## src/rtl/text_console_cell_writer_assert.svh

```systemverilog
// Assertion macros for the text console cell writer.
`ifndef TEXT_CONSOLE_CELL_WRITER_ASSERT_SVH
`define TEXT_CONSOLE_CELL_WRITER_ASSERT_SVH

// Same-cycle implication.
`define TCCW_ASSERT_NOW(label, clk, rst, cond, expr, msg) \
   label: assert property (@(posedge clk) disable iff (rst) (cond) |-> (expr)) \
      else $error(msg);

// Next-cycle implication.
`define TCCW_ASSERT_NEXT(label, clk, rst, cond, expr, msg) \
   label: assert property (@(posedge clk) disable iff (rst) (cond) |=> (expr)) \
      else $error(msg);

`endif

```

## src/rtl/tccw_pkg.sv

```systemverilog
// Shared types, codes and the colour letter lookup for the console cell writer.
`timescale 1ns / 1ps

package tccw_pkg;

   localparam int COLUMN_W = 7;
   localparam int ROW_W    = 5;
   localparam int INDEX_W  = 11;
   localparam int BYTE_W   = 8;

   localparam int QUEUE_DEPTH = 2;

   typedef enum logic [1:0] {
      ACT_PLAIN   = 2'd0,
      ACT_FORMAT  = 2'd1,
      ACT_NEWLINE = 2'd2,
      ACT_CLEAR   = 2'd3
   } action_type;

   localparam logic KIND_WRITE = 1'b0;
   localparam logic KIND_CLEAR = 1'b1;

   localparam logic [BYTE_W-1:0] CHAR_LF      = 8'h0a;
   localparam logic [BYTE_W-1:0] CHAR_PERCENT = 8'h25;
   localparam logic [BYTE_W-1:0] CHAR_G       = 8'h67;
   localparam logic [BYTE_W-1:0] CHAR_B       = 8'h62;
   localparam logic [BYTE_W-1:0] CHAR_W       = 8'h77;
   localparam logic [BYTE_W-1:0] CHAR_C       = 8'h63;
   localparam logic [BYTE_W-1:0] CHAR_R       = 8'h72;
   localparam logic [BYTE_W-1:0] CHAR_M       = 8'h6d;
   localparam logic [BYTE_W-1:0] CHAR_Y       = 8'h79;
   localparam logic [BYTE_W-1:0] CHAR_N       = 8'h6e;

   localparam logic [BYTE_W-1:0] COLOUR_DEFAULT = 8'h07;
   localparam logic [BYTE_W-1:0] COLOUR_GREEN   = 8'h0a;
   localparam logic [BYTE_W-1:0] COLOUR_BLUE    = 8'h09;
   localparam logic [BYTE_W-1:0] COLOUR_WHITE   = 8'h0f;
   localparam logic [BYTE_W-1:0] COLOUR_CYAN    = 8'h0b;
   localparam logic [BYTE_W-1:0] COLOUR_RED     = 8'h0c;
   localparam logic [BYTE_W-1:0] COLOUR_MAGENTA = 8'h0d;
   localparam logic [BYTE_W-1:0] COLOUR_YELLOW  = 8'h0e;

   typedef struct packed {
      logic               kind;
      logic [INDEX_W-1:0] cell_index;
      logic [BYTE_W-1:0]  glyph;
      logic [BYTE_W-1:0]  attribute;
      logic               last;
   } rsp_type;

   // Results of one input transaction; second is only used when two is set.
   typedef struct packed {
      logic    two;
      rsp_type first;
      rsp_type second;
   } batch_type;

   function automatic logic [BYTE_W-1:0] colour_for(input logic [BYTE_W-1:0] ch,
                                                    input logic [BYTE_W-1:0] old);
      logic [BYTE_W-1:0] colour;
      unique case (ch)
         CHAR_G:  colour = COLOUR_GREEN;
         CHAR_B:  colour = COLOUR_BLUE;
         CHAR_W:  colour = COLOUR_WHITE;
         CHAR_C:  colour = COLOUR_CYAN;
         CHAR_R:  colour = COLOUR_RED;
         CHAR_M:  colour = COLOUR_MAGENTA;
         CHAR_Y:  colour = COLOUR_YELLOW;
         CHAR_N:  colour = COLOUR_DEFAULT;
         default: colour = old;
      endcase
      return colour;
   endfunction

endpackage

```

## src/rtl/tccw_engine.sv

```systemverilog
// Cursor, colour and escape state with the per-transaction result logic.
`timescale 1ns / 1ps

module tccw_engine #(
   parameter int COLUMNS = 80,
   parameter int ROWS    = 25
) (
   input  logic                        clock,
   input  logic                        reset,
   input  logic                        accept,
   input  logic [1:0]                  action,
   input  logic [tccw_pkg::BYTE_W-1:0] character,
   input  logic                        string_start,
   output tccw_pkg::batch_type         batch,
   output logic                        batch_push
);

   logic [tccw_pkg::COLUMN_W-1:0] column_ff, column_in;
   logic [tccw_pkg::ROW_W-1:0]    row_ff, row_in;
   logic [tccw_pkg::BYTE_W-1:0]   colour_ff, colour_in;
   logic                          escape_ff, escape_in;

   tccw_pkg::action_type        act;
   logic [tccw_pkg::BYTE_W-1:0] colour_eff;
   logic                        escape_eff;
   logic                        is_lf;
   logic                        is_percent;
   logic                        char_path;
   logic                        do_write;
   logic                        do_newline;
   logic                        do_clear;
   logic [tccw_pkg::COLUMN_W:0] column_inc;
   logic [tccw_pkg::ROW_W:0]    row_inc;
   logic                        column_wrap;
   logic                        row_wrap;
   logic [tccw_pkg::INDEX_W:0]  index_full;
   tccw_pkg::rsp_type           write_rsp;
   tccw_pkg::rsp_type           clear_rsp;

   always_comb begin
      act        = tccw_pkg::action_type'(action);
      colour_eff = string_start ? tccw_pkg::COLOUR_DEFAULT : colour_ff;
      escape_eff = string_start ? 1'b0 : escape_ff;
      is_lf      = (character == tccw_pkg::CHAR_LF);
      is_percent = (character == tccw_pkg::CHAR_PERCENT);

      char_path  = (act == tccw_pkg::ACT_PLAIN) ||
                   ((act == tccw_pkg::ACT_FORMAT) && !escape_eff && !is_percent);
      do_write   = char_path && !is_lf;

      column_inc  = {1'b0, column_ff} + (tccw_pkg::COLUMN_W+1)'(1);
      row_inc     = {1'b0, row_ff} + (tccw_pkg::ROW_W+1)'(1);
      column_wrap = (column_inc >= (tccw_pkg::COLUMN_W+1)'(COLUMNS));
      row_wrap    = (row_inc >= (tccw_pkg::ROW_W+1)'(ROWS));

      do_newline = (act == tccw_pkg::ACT_NEWLINE) || (char_path && is_lf) ||
                   (do_write && column_wrap);
      do_clear   = (act == tccw_pkg::ACT_CLEAR) || (do_newline && row_wrap);

      index_full = (tccw_pkg::INDEX_W+1)'(row_ff) * (tccw_pkg::INDEX_W+1)'(COLUMNS) +
                   (tccw_pkg::INDEX_W+1)'(column_ff);

      write_rsp.kind       = tccw_pkg::KIND_WRITE;
      write_rsp.cell_index = index_full[tccw_pkg::INDEX_W-1:0];
      write_rsp.glyph      = character;
      write_rsp.attribute  = (act == tccw_pkg::ACT_PLAIN) ? tccw_pkg::COLOUR_DEFAULT
                                                          : colour_eff;
      write_rsp.last       = !do_clear;

      clear_rsp.kind       = tccw_pkg::KIND_CLEAR;
      clear_rsp.cell_index = '0;
      clear_rsp.glyph      = '0;
      clear_rsp.attribute  = '0;
      clear_rsp.last       = 1'b1;

      batch.two    = do_write && do_clear;
      batch.first  = do_write ? write_rsp : clear_rsp;
      batch.second = clear_rsp;
      batch_push   = accept && (do_write || do_clear);

      priority if (do_clear) begin
         column_in = '0;
         row_in    = '0;
      end else if (do_newline) begin
         column_in = '0;
         row_in    = row_inc[tccw_pkg::ROW_W-1:0];
      end else if (do_write) begin
         column_in = column_inc[tccw_pkg::COLUMN_W-1:0];
         row_in    = row_ff;
      end else begin
         column_in = column_ff;
         row_in    = row_ff;
      end

      colour_in = ((act == tccw_pkg::ACT_FORMAT) && escape_eff) ?
                  tccw_pkg::colour_for(character, colour_eff) : colour_eff;
      escape_in = (act == tccw_pkg::ACT_FORMAT) && !escape_eff && is_percent;
   end

   always_ff @(posedge clock) begin
      if (reset) begin
         column_ff <= '0;
         row_ff    <= '0;
         colour_ff <= tccw_pkg::COLOUR_DEFAULT;
         escape_ff <= 1'b0;
      end else if (accept) begin
         column_ff <= column_in;
         row_ff    <= row_in;
         colour_ff <= colour_in;
         escape_ff <= escape_in;
      end
   end

endmodule

```

## src/rtl/tccw_rsp_queue.sv

```systemverilog
// Result register queue: holds result batches and hands them out one transaction at a time.
`timescale 1ns / 1ps

module tccw_rsp_queue (
   input  logic                clock,
   input  logic                reset,
   input  logic                push,
   input  tccw_pkg::batch_type batch,
   output logic                full,
   output logic                rsp_valid,
   input  logic                rsp_ready,
   output tccw_pkg::rsp_type   rsp
);

   localparam int PTR_W = (tccw_pkg::QUEUE_DEPTH > 1) ? $clog2(tccw_pkg::QUEUE_DEPTH) : 1;
   localparam int CNT_W = $clog2(tccw_pkg::QUEUE_DEPTH + 1);

   tccw_pkg::batch_type mem [tccw_pkg::QUEUE_DEPTH];

   logic [PTR_W-1:0] wr_ptr_ff, wr_ptr_in;
   logic [PTR_W-1:0] rd_ptr_ff, rd_ptr_in;
   logic [CNT_W-1:0] count_ff, count_in;
   logic             sub_ff, sub_in;

   tccw_pkg::batch_type head;
   logic                pop;
   logic                retire;

   always_comb begin
      head      = mem[rd_ptr_ff];
      rsp_valid = (count_ff != '0);
      rsp       = sub_ff ? head.second : head.first;
      full      = (count_ff == CNT_W'(tccw_pkg::QUEUE_DEPTH));
      pop       = rsp_valid && rsp_ready;
      retire    = pop && (!head.two || sub_ff);

      wr_ptr_in = push ? wr_ptr_ff + PTR_W'(1) : wr_ptr_ff;
      rd_ptr_in = retire ? rd_ptr_ff + PTR_W'(1) : rd_ptr_ff;
      count_in  = count_ff + CNT_W'(push) - CNT_W'(retire);
      sub_in    = retire ? 1'b0 : (pop ? 1'b1 : sub_ff);
   end

   always_ff @(posedge clock) begin
      if (reset) begin
         wr_ptr_ff <= '0;
         rd_ptr_ff <= '0;
         count_ff  <= '0;
         sub_ff    <= 1'b0;
      end else begin
         wr_ptr_ff <= wr_ptr_in;
         rd_ptr_ff <= rd_ptr_in;
         count_ff  <= count_in;
         sub_ff    <= sub_in;
      end
   end

   always_ff @(posedge clock) begin
      if (push) begin
         mem[wr_ptr_ff] <= batch;
      end
   end

endmodule

```

## src/rtl/text_console_cell_writer.sv

```systemverilog
// Text console cell writer top level.
//
// Input channel req_*: one character, newline or clear command per transaction.
// Result channel rsp_*: cell writes and clear-screen commands, rsp_last marking
// the final result of an input transaction; some inputs give no result.
// The cursor, colour and escape state update in the cycle the input is taken,
// and the results land in a two-entry result queue, whose registers offer
// them on rsp_* in order once earlier results have gone. One input per cycle
// is sustained while each input gives at most one result and rsp_ready stays
// high; an input giving a cell write plus a clear holds the result port for
// both results. The queue depth sets how far the input side runs ahead of a
// stalled receiver: req_ready drops once results of two inputs are waiting.
// Reset (synchronous) homes the cursor, sets colour 0x07, clears the escape
// flag and empties the queue.
`timescale 1ns / 1ps
`include "text_console_cell_writer_assert.svh"

module text_console_cell_writer #(
   parameter int COLUMNS = 80,
   parameter int ROWS    = 25
) (
   input  logic                         clock,
   input  logic                         reset,
   input  logic                         req_valid,
   output logic                         req_ready,
   input  logic [1:0]                   req_action,
   input  logic [tccw_pkg::BYTE_W-1:0]  req_character,
   input  logic                         req_string_start,
   output logic                         rsp_valid,
   input  logic                         rsp_ready,
   output logic                         rsp_kind,
   output logic [tccw_pkg::INDEX_W-1:0] rsp_cell_index,
   output logic [tccw_pkg::BYTE_W-1:0]  rsp_glyph,
   output logic [tccw_pkg::BYTE_W-1:0]  rsp_attribute,
   output logic                         rsp_last
);

   logic                accept;
   logic                queue_full;
   logic                batch_push;
   tccw_pkg::batch_type batch;
   tccw_pkg::rsp_type   rsp;

   assign req_ready = !queue_full;
   assign accept    = req_valid && req_ready;

   tccw_engine #(
      .COLUMNS (COLUMNS),
      .ROWS    (ROWS)
   ) u_engine (
      .clock        (clock),
      .reset        (reset),
      .accept       (accept),
      .action       (req_action),
      .character    (req_character),
      .string_start (req_string_start),
      .batch        (batch),
      .batch_push   (batch_push)
   );

   tccw_rsp_queue u_queue (
      .clock     (clock),
      .reset     (reset),
      .push      (batch_push),
      .batch     (batch),
      .full      (queue_full),
      .rsp_valid (rsp_valid),
      .rsp_ready (rsp_ready),
      .rsp       (rsp)
   );

   assign rsp_kind       = rsp.kind;
   assign rsp_cell_index = rsp.cell_index;
   assign rsp_glyph      = rsp.glyph;
   assign rsp_attribute  = rsp.attribute;
   assign rsp_last       = rsp.last;

   `TCCW_ASSERT_NOW(a_clear_zero, clock, reset,
      rsp_valid && (rsp_kind == tccw_pkg::KIND_CLEAR),
      (rsp_cell_index == '0) && (rsp_glyph == '0) && (rsp_attribute == '0) && rsp_last,
      "clear result carries non-zero payload")

   `TCCW_ASSERT_NOW(a_index_range, clock, reset,
      rsp_valid && (rsp_kind == tccw_pkg::KIND_WRITE) && (ROWS * COLUMNS <= 2048),
      {1'b0, rsp_cell_index} < 12'(ROWS * COLUMNS),
      "cell write outside the screen")

   `TCCW_ASSERT_NOW(a_pair_order, clock, reset,
      batch_push && batch.two,
      (batch.first.kind == tccw_pkg::KIND_WRITE) && !batch.first.last &&
      (batch.second.kind == tccw_pkg::KIND_CLEAR) && batch.second.last,
      "two-result transaction not a write followed by a clear")

   `TCCW_ASSERT_NEXT(a_rest_follows, clock, reset,
      rsp_valid && rsp_ready && !rsp_last,
      rsp_valid,
      "second result of a transaction went missing")

endmodule
```

## config.mk

```make
export PLATFORM = sky130hd
export DESIGN_NAME = text_console_cell_writer
export DESIGN_NICKNAME = d
export VERILOG_FILES = /design/src/rtl/tccw_pkg.sv /design/src/rtl/tccw_engine.sv /design/src/rtl/tccw_rsp_queue.sv /design/src/rtl/text_console_cell_writer.sv
export VERILOG_INCLUDE_DIRS = /design/src /design/src/rtl
export SDC_FILE = /design/constraint.sdc
export NUM_CORES = 1
export LEC_CHECK = 0
export BUFFER_PORTS_ARGS = -buffer_cell sky130_fd_sc_hd__clkbuf_2
export CAP_MARGIN = 20
export CELL_PAD_IN_SITES_DETAIL_PLACEMENT = 1
export CELL_PAD_IN_SITES_GLOBAL_PLACEMENT = 1
export CORE_ASPECT_RATIO = 1.4
export CORE_UTILIZATION = 35
export CTS_BUF_LIST = sky130_fd_sc_hd__clkbuf_16
export DETAILED_ROUTE_END_ITERATION = 6
export PLACE_DENSITY_LB_ADDON = 0.1
export SETUP_SLACK_MARGIN = 0.4
export SLEW_MARGIN = 20
export SYNTH_ARGS = -nofsm -noshare
export SYNTH_HDL_FRONTEND = slang
export SYNTH_SLANG_ARGS = --single-unit
```

## constraint.sdc

```tcl
create_clock -name clock -period 5.3 [get_ports clock]
set_clock_uncertainty 0.2 [all_clocks]
set_input_delay 1.06 -clock clock [delete_from_list [all_inputs] [get_ports clock]]
set_output_delay 1.06 -clock clock [all_outputs]
set_load 0.02 [all_outputs]
```

==> results by group <==
Yosys
  • Synth Net Count: 461
  • Synth Warn #: 0
  • Synth unique cells: 59
  • Synth area leaders: edfxtp_1, dfxtp_1, mux2i_1, nor2_1, ha_1
  • Avg Cell Area, Syn: 10.55 sq um
  • Synth top area share: 39.82%
  • Number of enable flip-flop cells after synthesis: 60
  • Synth cell count leaders: edfxtp_1, nor2_1, mux2i_1, dfxtp_1, and2_1
  • Synthesized instance count: 429
  • Ys flop type: edfxtp_1
  • Flops & latches, synth: 87
  • Post-Syn Area: 0.004524 sq mm
  • Seq/Total Area, Yosys: 51.77%
  • Most common cell in the netlist: edfxtp_1
  • Async set-reset flop share out of synthesis: 0%
  • Synth area leader: edfxtp_1

Detailed routing
  • DR DRC count: 3
  • Starting DRC count in detailed routing: 111
  • DR pass1 iterations: 6
  • Post-Route WL: 10.61 mm
  • Final ANT Viol Nets: 0
  • Drt wl/cell: 17.09 microns
  • Via-to-Cell Ratio: 5.275
  • Total vias in the final route: 3276

CTS
  • Root buffer cell: clkbuf_16
  • CTS sink cnt: 87
  • # H-tree levels: 3
  • CTS Buffer Depth: 2
  • Reg clk slew, reported paths: 0.06 ns
  • Cts bufs inserted: 9
  • Gates resized, CTS repair: 0
  • Post-CTS Hold Fix Bufs: 0
  • Worst-Skew Late Latency: 0.34 ns
  • Post-CTS Setup Bufs: 0
  • CTS tree: built

Hold path
  • Worst hold path type: flip-flop to flip-flop

Timing
  • Final hold violation count: 0
  • Max Freq: 0.2753 GHz
  • Final Setup Violations: 0
  • Count of final max-slew check failures: 0
  • Slew @ Worst Pin: 0.9594 ns
  • Final worst-path cycle share: 68.54%
  • TNS Setup: 0 ns
  • Tmin final: 3.633 ns
  • Max-slew headroom: 36.04%
  • RSZ-0062 raised after global routing: no
  • Min Hold Slack: 0.2689 ns

Critical path
  • CP max-delay cell: nor4bb_1
  • Worst EP required: 5.31 ns
  • Setup crit start kind: input port
  • Max FO, Critical Path: 15
  • CP Data Arrival Time: 3.64 ns
  • Critical path, cell by cell: clkbuf_2 -> nor4bb_1 -> nand3_1 -> and3_1 -> inv_2 -> nand2_1 -> a31oi_1 -> nor2_1 -> ha_1 -> xor2_1 -> xnor2_1 -> nor2_1
  • CP delay by family, top: simple AND/OR/NAND/NOR gates
  • Crit end category: flip-flop
  • Most frequent CP cell: nor2_1
  • Critical path buffers and inverters: 2
  • Delay of the slowest cell on the worst path: 0.51 ns
  • Critical path class: input port to flip-flop

Global route
  • GRT met2 Usage: 28.99%
  • GRT met3 Usage: 2.809%
  • Gr ovfl total: 0
  • Vias in the first global route: 3304
  • Initial antenna violation count: 0
  • Total GRT Usage: 16.81%
  • Busiest layer in global routing: met2
  • Pin count of the biggest net entering global routing: 33
  • M1 GR Usage: 21.64%
  • First-pass GRT wire length: 17.41 mm

Die
  • Die area: 0.01339 sq mm
  • Core area: 0.01249 sq mm
  • Die Y: 136.5 microns
  • Rows: 48
  • Initial core utilization: 36.22%
  • Ports: 46
  • DIE WIDTH: 98.09 microns

Outcome
  • Failing checks: DRC
  • Status: finished with violations

Cells and area
  • Final Core Density: 41.38%
  • Synthesis-to-layout area growth: 14.24%
  • ANT cells: 0
  • # nets final: 498
  • Share of cells above drive strength 1: 16.99%

Place
  • Final GP Congestion: 0.8009
  • Post-detail-place hpwl: 7.700 mm
  • Port bufs: 45

Power and ir drop
  • Static leakage: 1.964 nW
  • Power Total: 2.006 mW
  • Pwr/cell area: 388.1 mW/mm^2
  • Maximum vdd drop: 146.9 uV

Run
  • Max cap viols: 0
flip-flops by register name (all words and copies together) (netlist names), named ones only:
| signal | flops |
|---|---|
| u_engine.colour_ff | 8 |
| u_engine.column_ff | 7 |
| u_engine.escape_ff | 1 |
| u_engine.row_ff | 5 |
| u_queue.count_ff | 2 |
| u_queue.mem | 60 |
| u_queue.rd_ptr_ff | 1 |
| u_queue.sub_ff | 1 |
| u_queue.wr_ptr_ff | 1 |
cells by family after synthesis:
kind of cell	share of synthesized area, %
AOI/OAI and AO/OA	11.06
xor gates and xnor gates	2.129
adders and majority gates	5.033
buffers and inverters	3.512
DFF	51.77
muxes	6.416
and+or+nand+nor	20.08
worst register-to-register path, delay by kind of cell (launching register included):
| family | cells | cell delay [ns] |
|---|---|---|
| AO/OA/AOI/OAI | 3 | 1.01 |
| adder cells (fa/ha/maj) | 2 | 0.55 |
| flip-flops | 1 | 0.47 |
| AND/OR/NAND/NOR | 3 | 0.38 |
| XOR/XNOR | 2 | 0.30 |
per-layer routing:
metal	vias up	share of wire, %
li1	1620	-
met1	1604	47
met2	43	50
met3	9	2.1
met4	0	1.2
met5	-	0
cell usage in the layout (no fill, tap or decap), drive strengths merged, types with 3 or more instances in the layout:
cell type / instances
a31oi: 3
a21oi: 17
nand3: 13
ha: 15
nand2: 22
or3: 3
nand2b: 5
a21o: 5
inv: 21
xnor2: 6
and3: 7
nor2b: 8
nor4: 4
o21ai: 20
a22oi: 6
or2: 3
edfxtp: 60
nor3b: 4
nor3: 9
nand4: 3
a2111oi: 3
nor4bb: 3
mux2i: 29
dfxtp: 27
nor2: 55
nand3b: 4
clkbuf: 54
and2: 24
o32ai: 3
xor2: 5
worst paths after layout:
kind         slack [ns]  depth (start not counted)                            endpoint                          startpoint
max reg2reg        2.27                         10      u_queue.count_ff[1]$_SDFF_PP0_  u_engine.column_ff[0]$_SDFFE_PP0P_
min reg2reg        0.27                          1  u_engine.colour_ff[3]$_SDFFE_PP0P_  u_engine.colour_ff[3]$_SDFFE_PP0P_
max                1.67                         12      u_queue.count_ff[1]$_SDFF_PP0_                    req_character[1]
min                0.27                          1  u_engine.colour_ff[3]$_SDFFE_PP0P_  u_engine.colour_ff[3]$_SDFFE_PP0P_
through the flow:
| stage | std cells | instance area (sq um) | setup slack, ns |
|---|---|---|---|
| after CTS | 621 | 5167 | 1.681 |
| final | 621 | 5169 | 1.667 |
| after global routing | 621 | 5169 | 1.383 |
| after floorplan | 429 | 4524 | 0.4657 |
| after global placement | 605 | 4870 | 1.495 |
| after detailed placement | 605 | 4870 | 1.319 |
power breakdown:
group          internal, mW  switching, mW  leakage [nW]
Clock                 0.367          0.262         0.148
Combinational         0.183          0.318          1.03
Sequential            0.800         0.0757         0.783
Total                  1.35          0.656          1.96
final cells by class:
type	instances	area (sq um)
Fill cell	1398	7323
Sequential cell	87	2345
Multi-Input combinational cell	303	2031
Timing Repair Buffer	47	240.2
Clock buffer	9	225.2
Tap cell	150	187.7
Clock inverter	7	72.57
Inverter	18	67.56
Note: power is estimated with default switching activity, not from simulation.
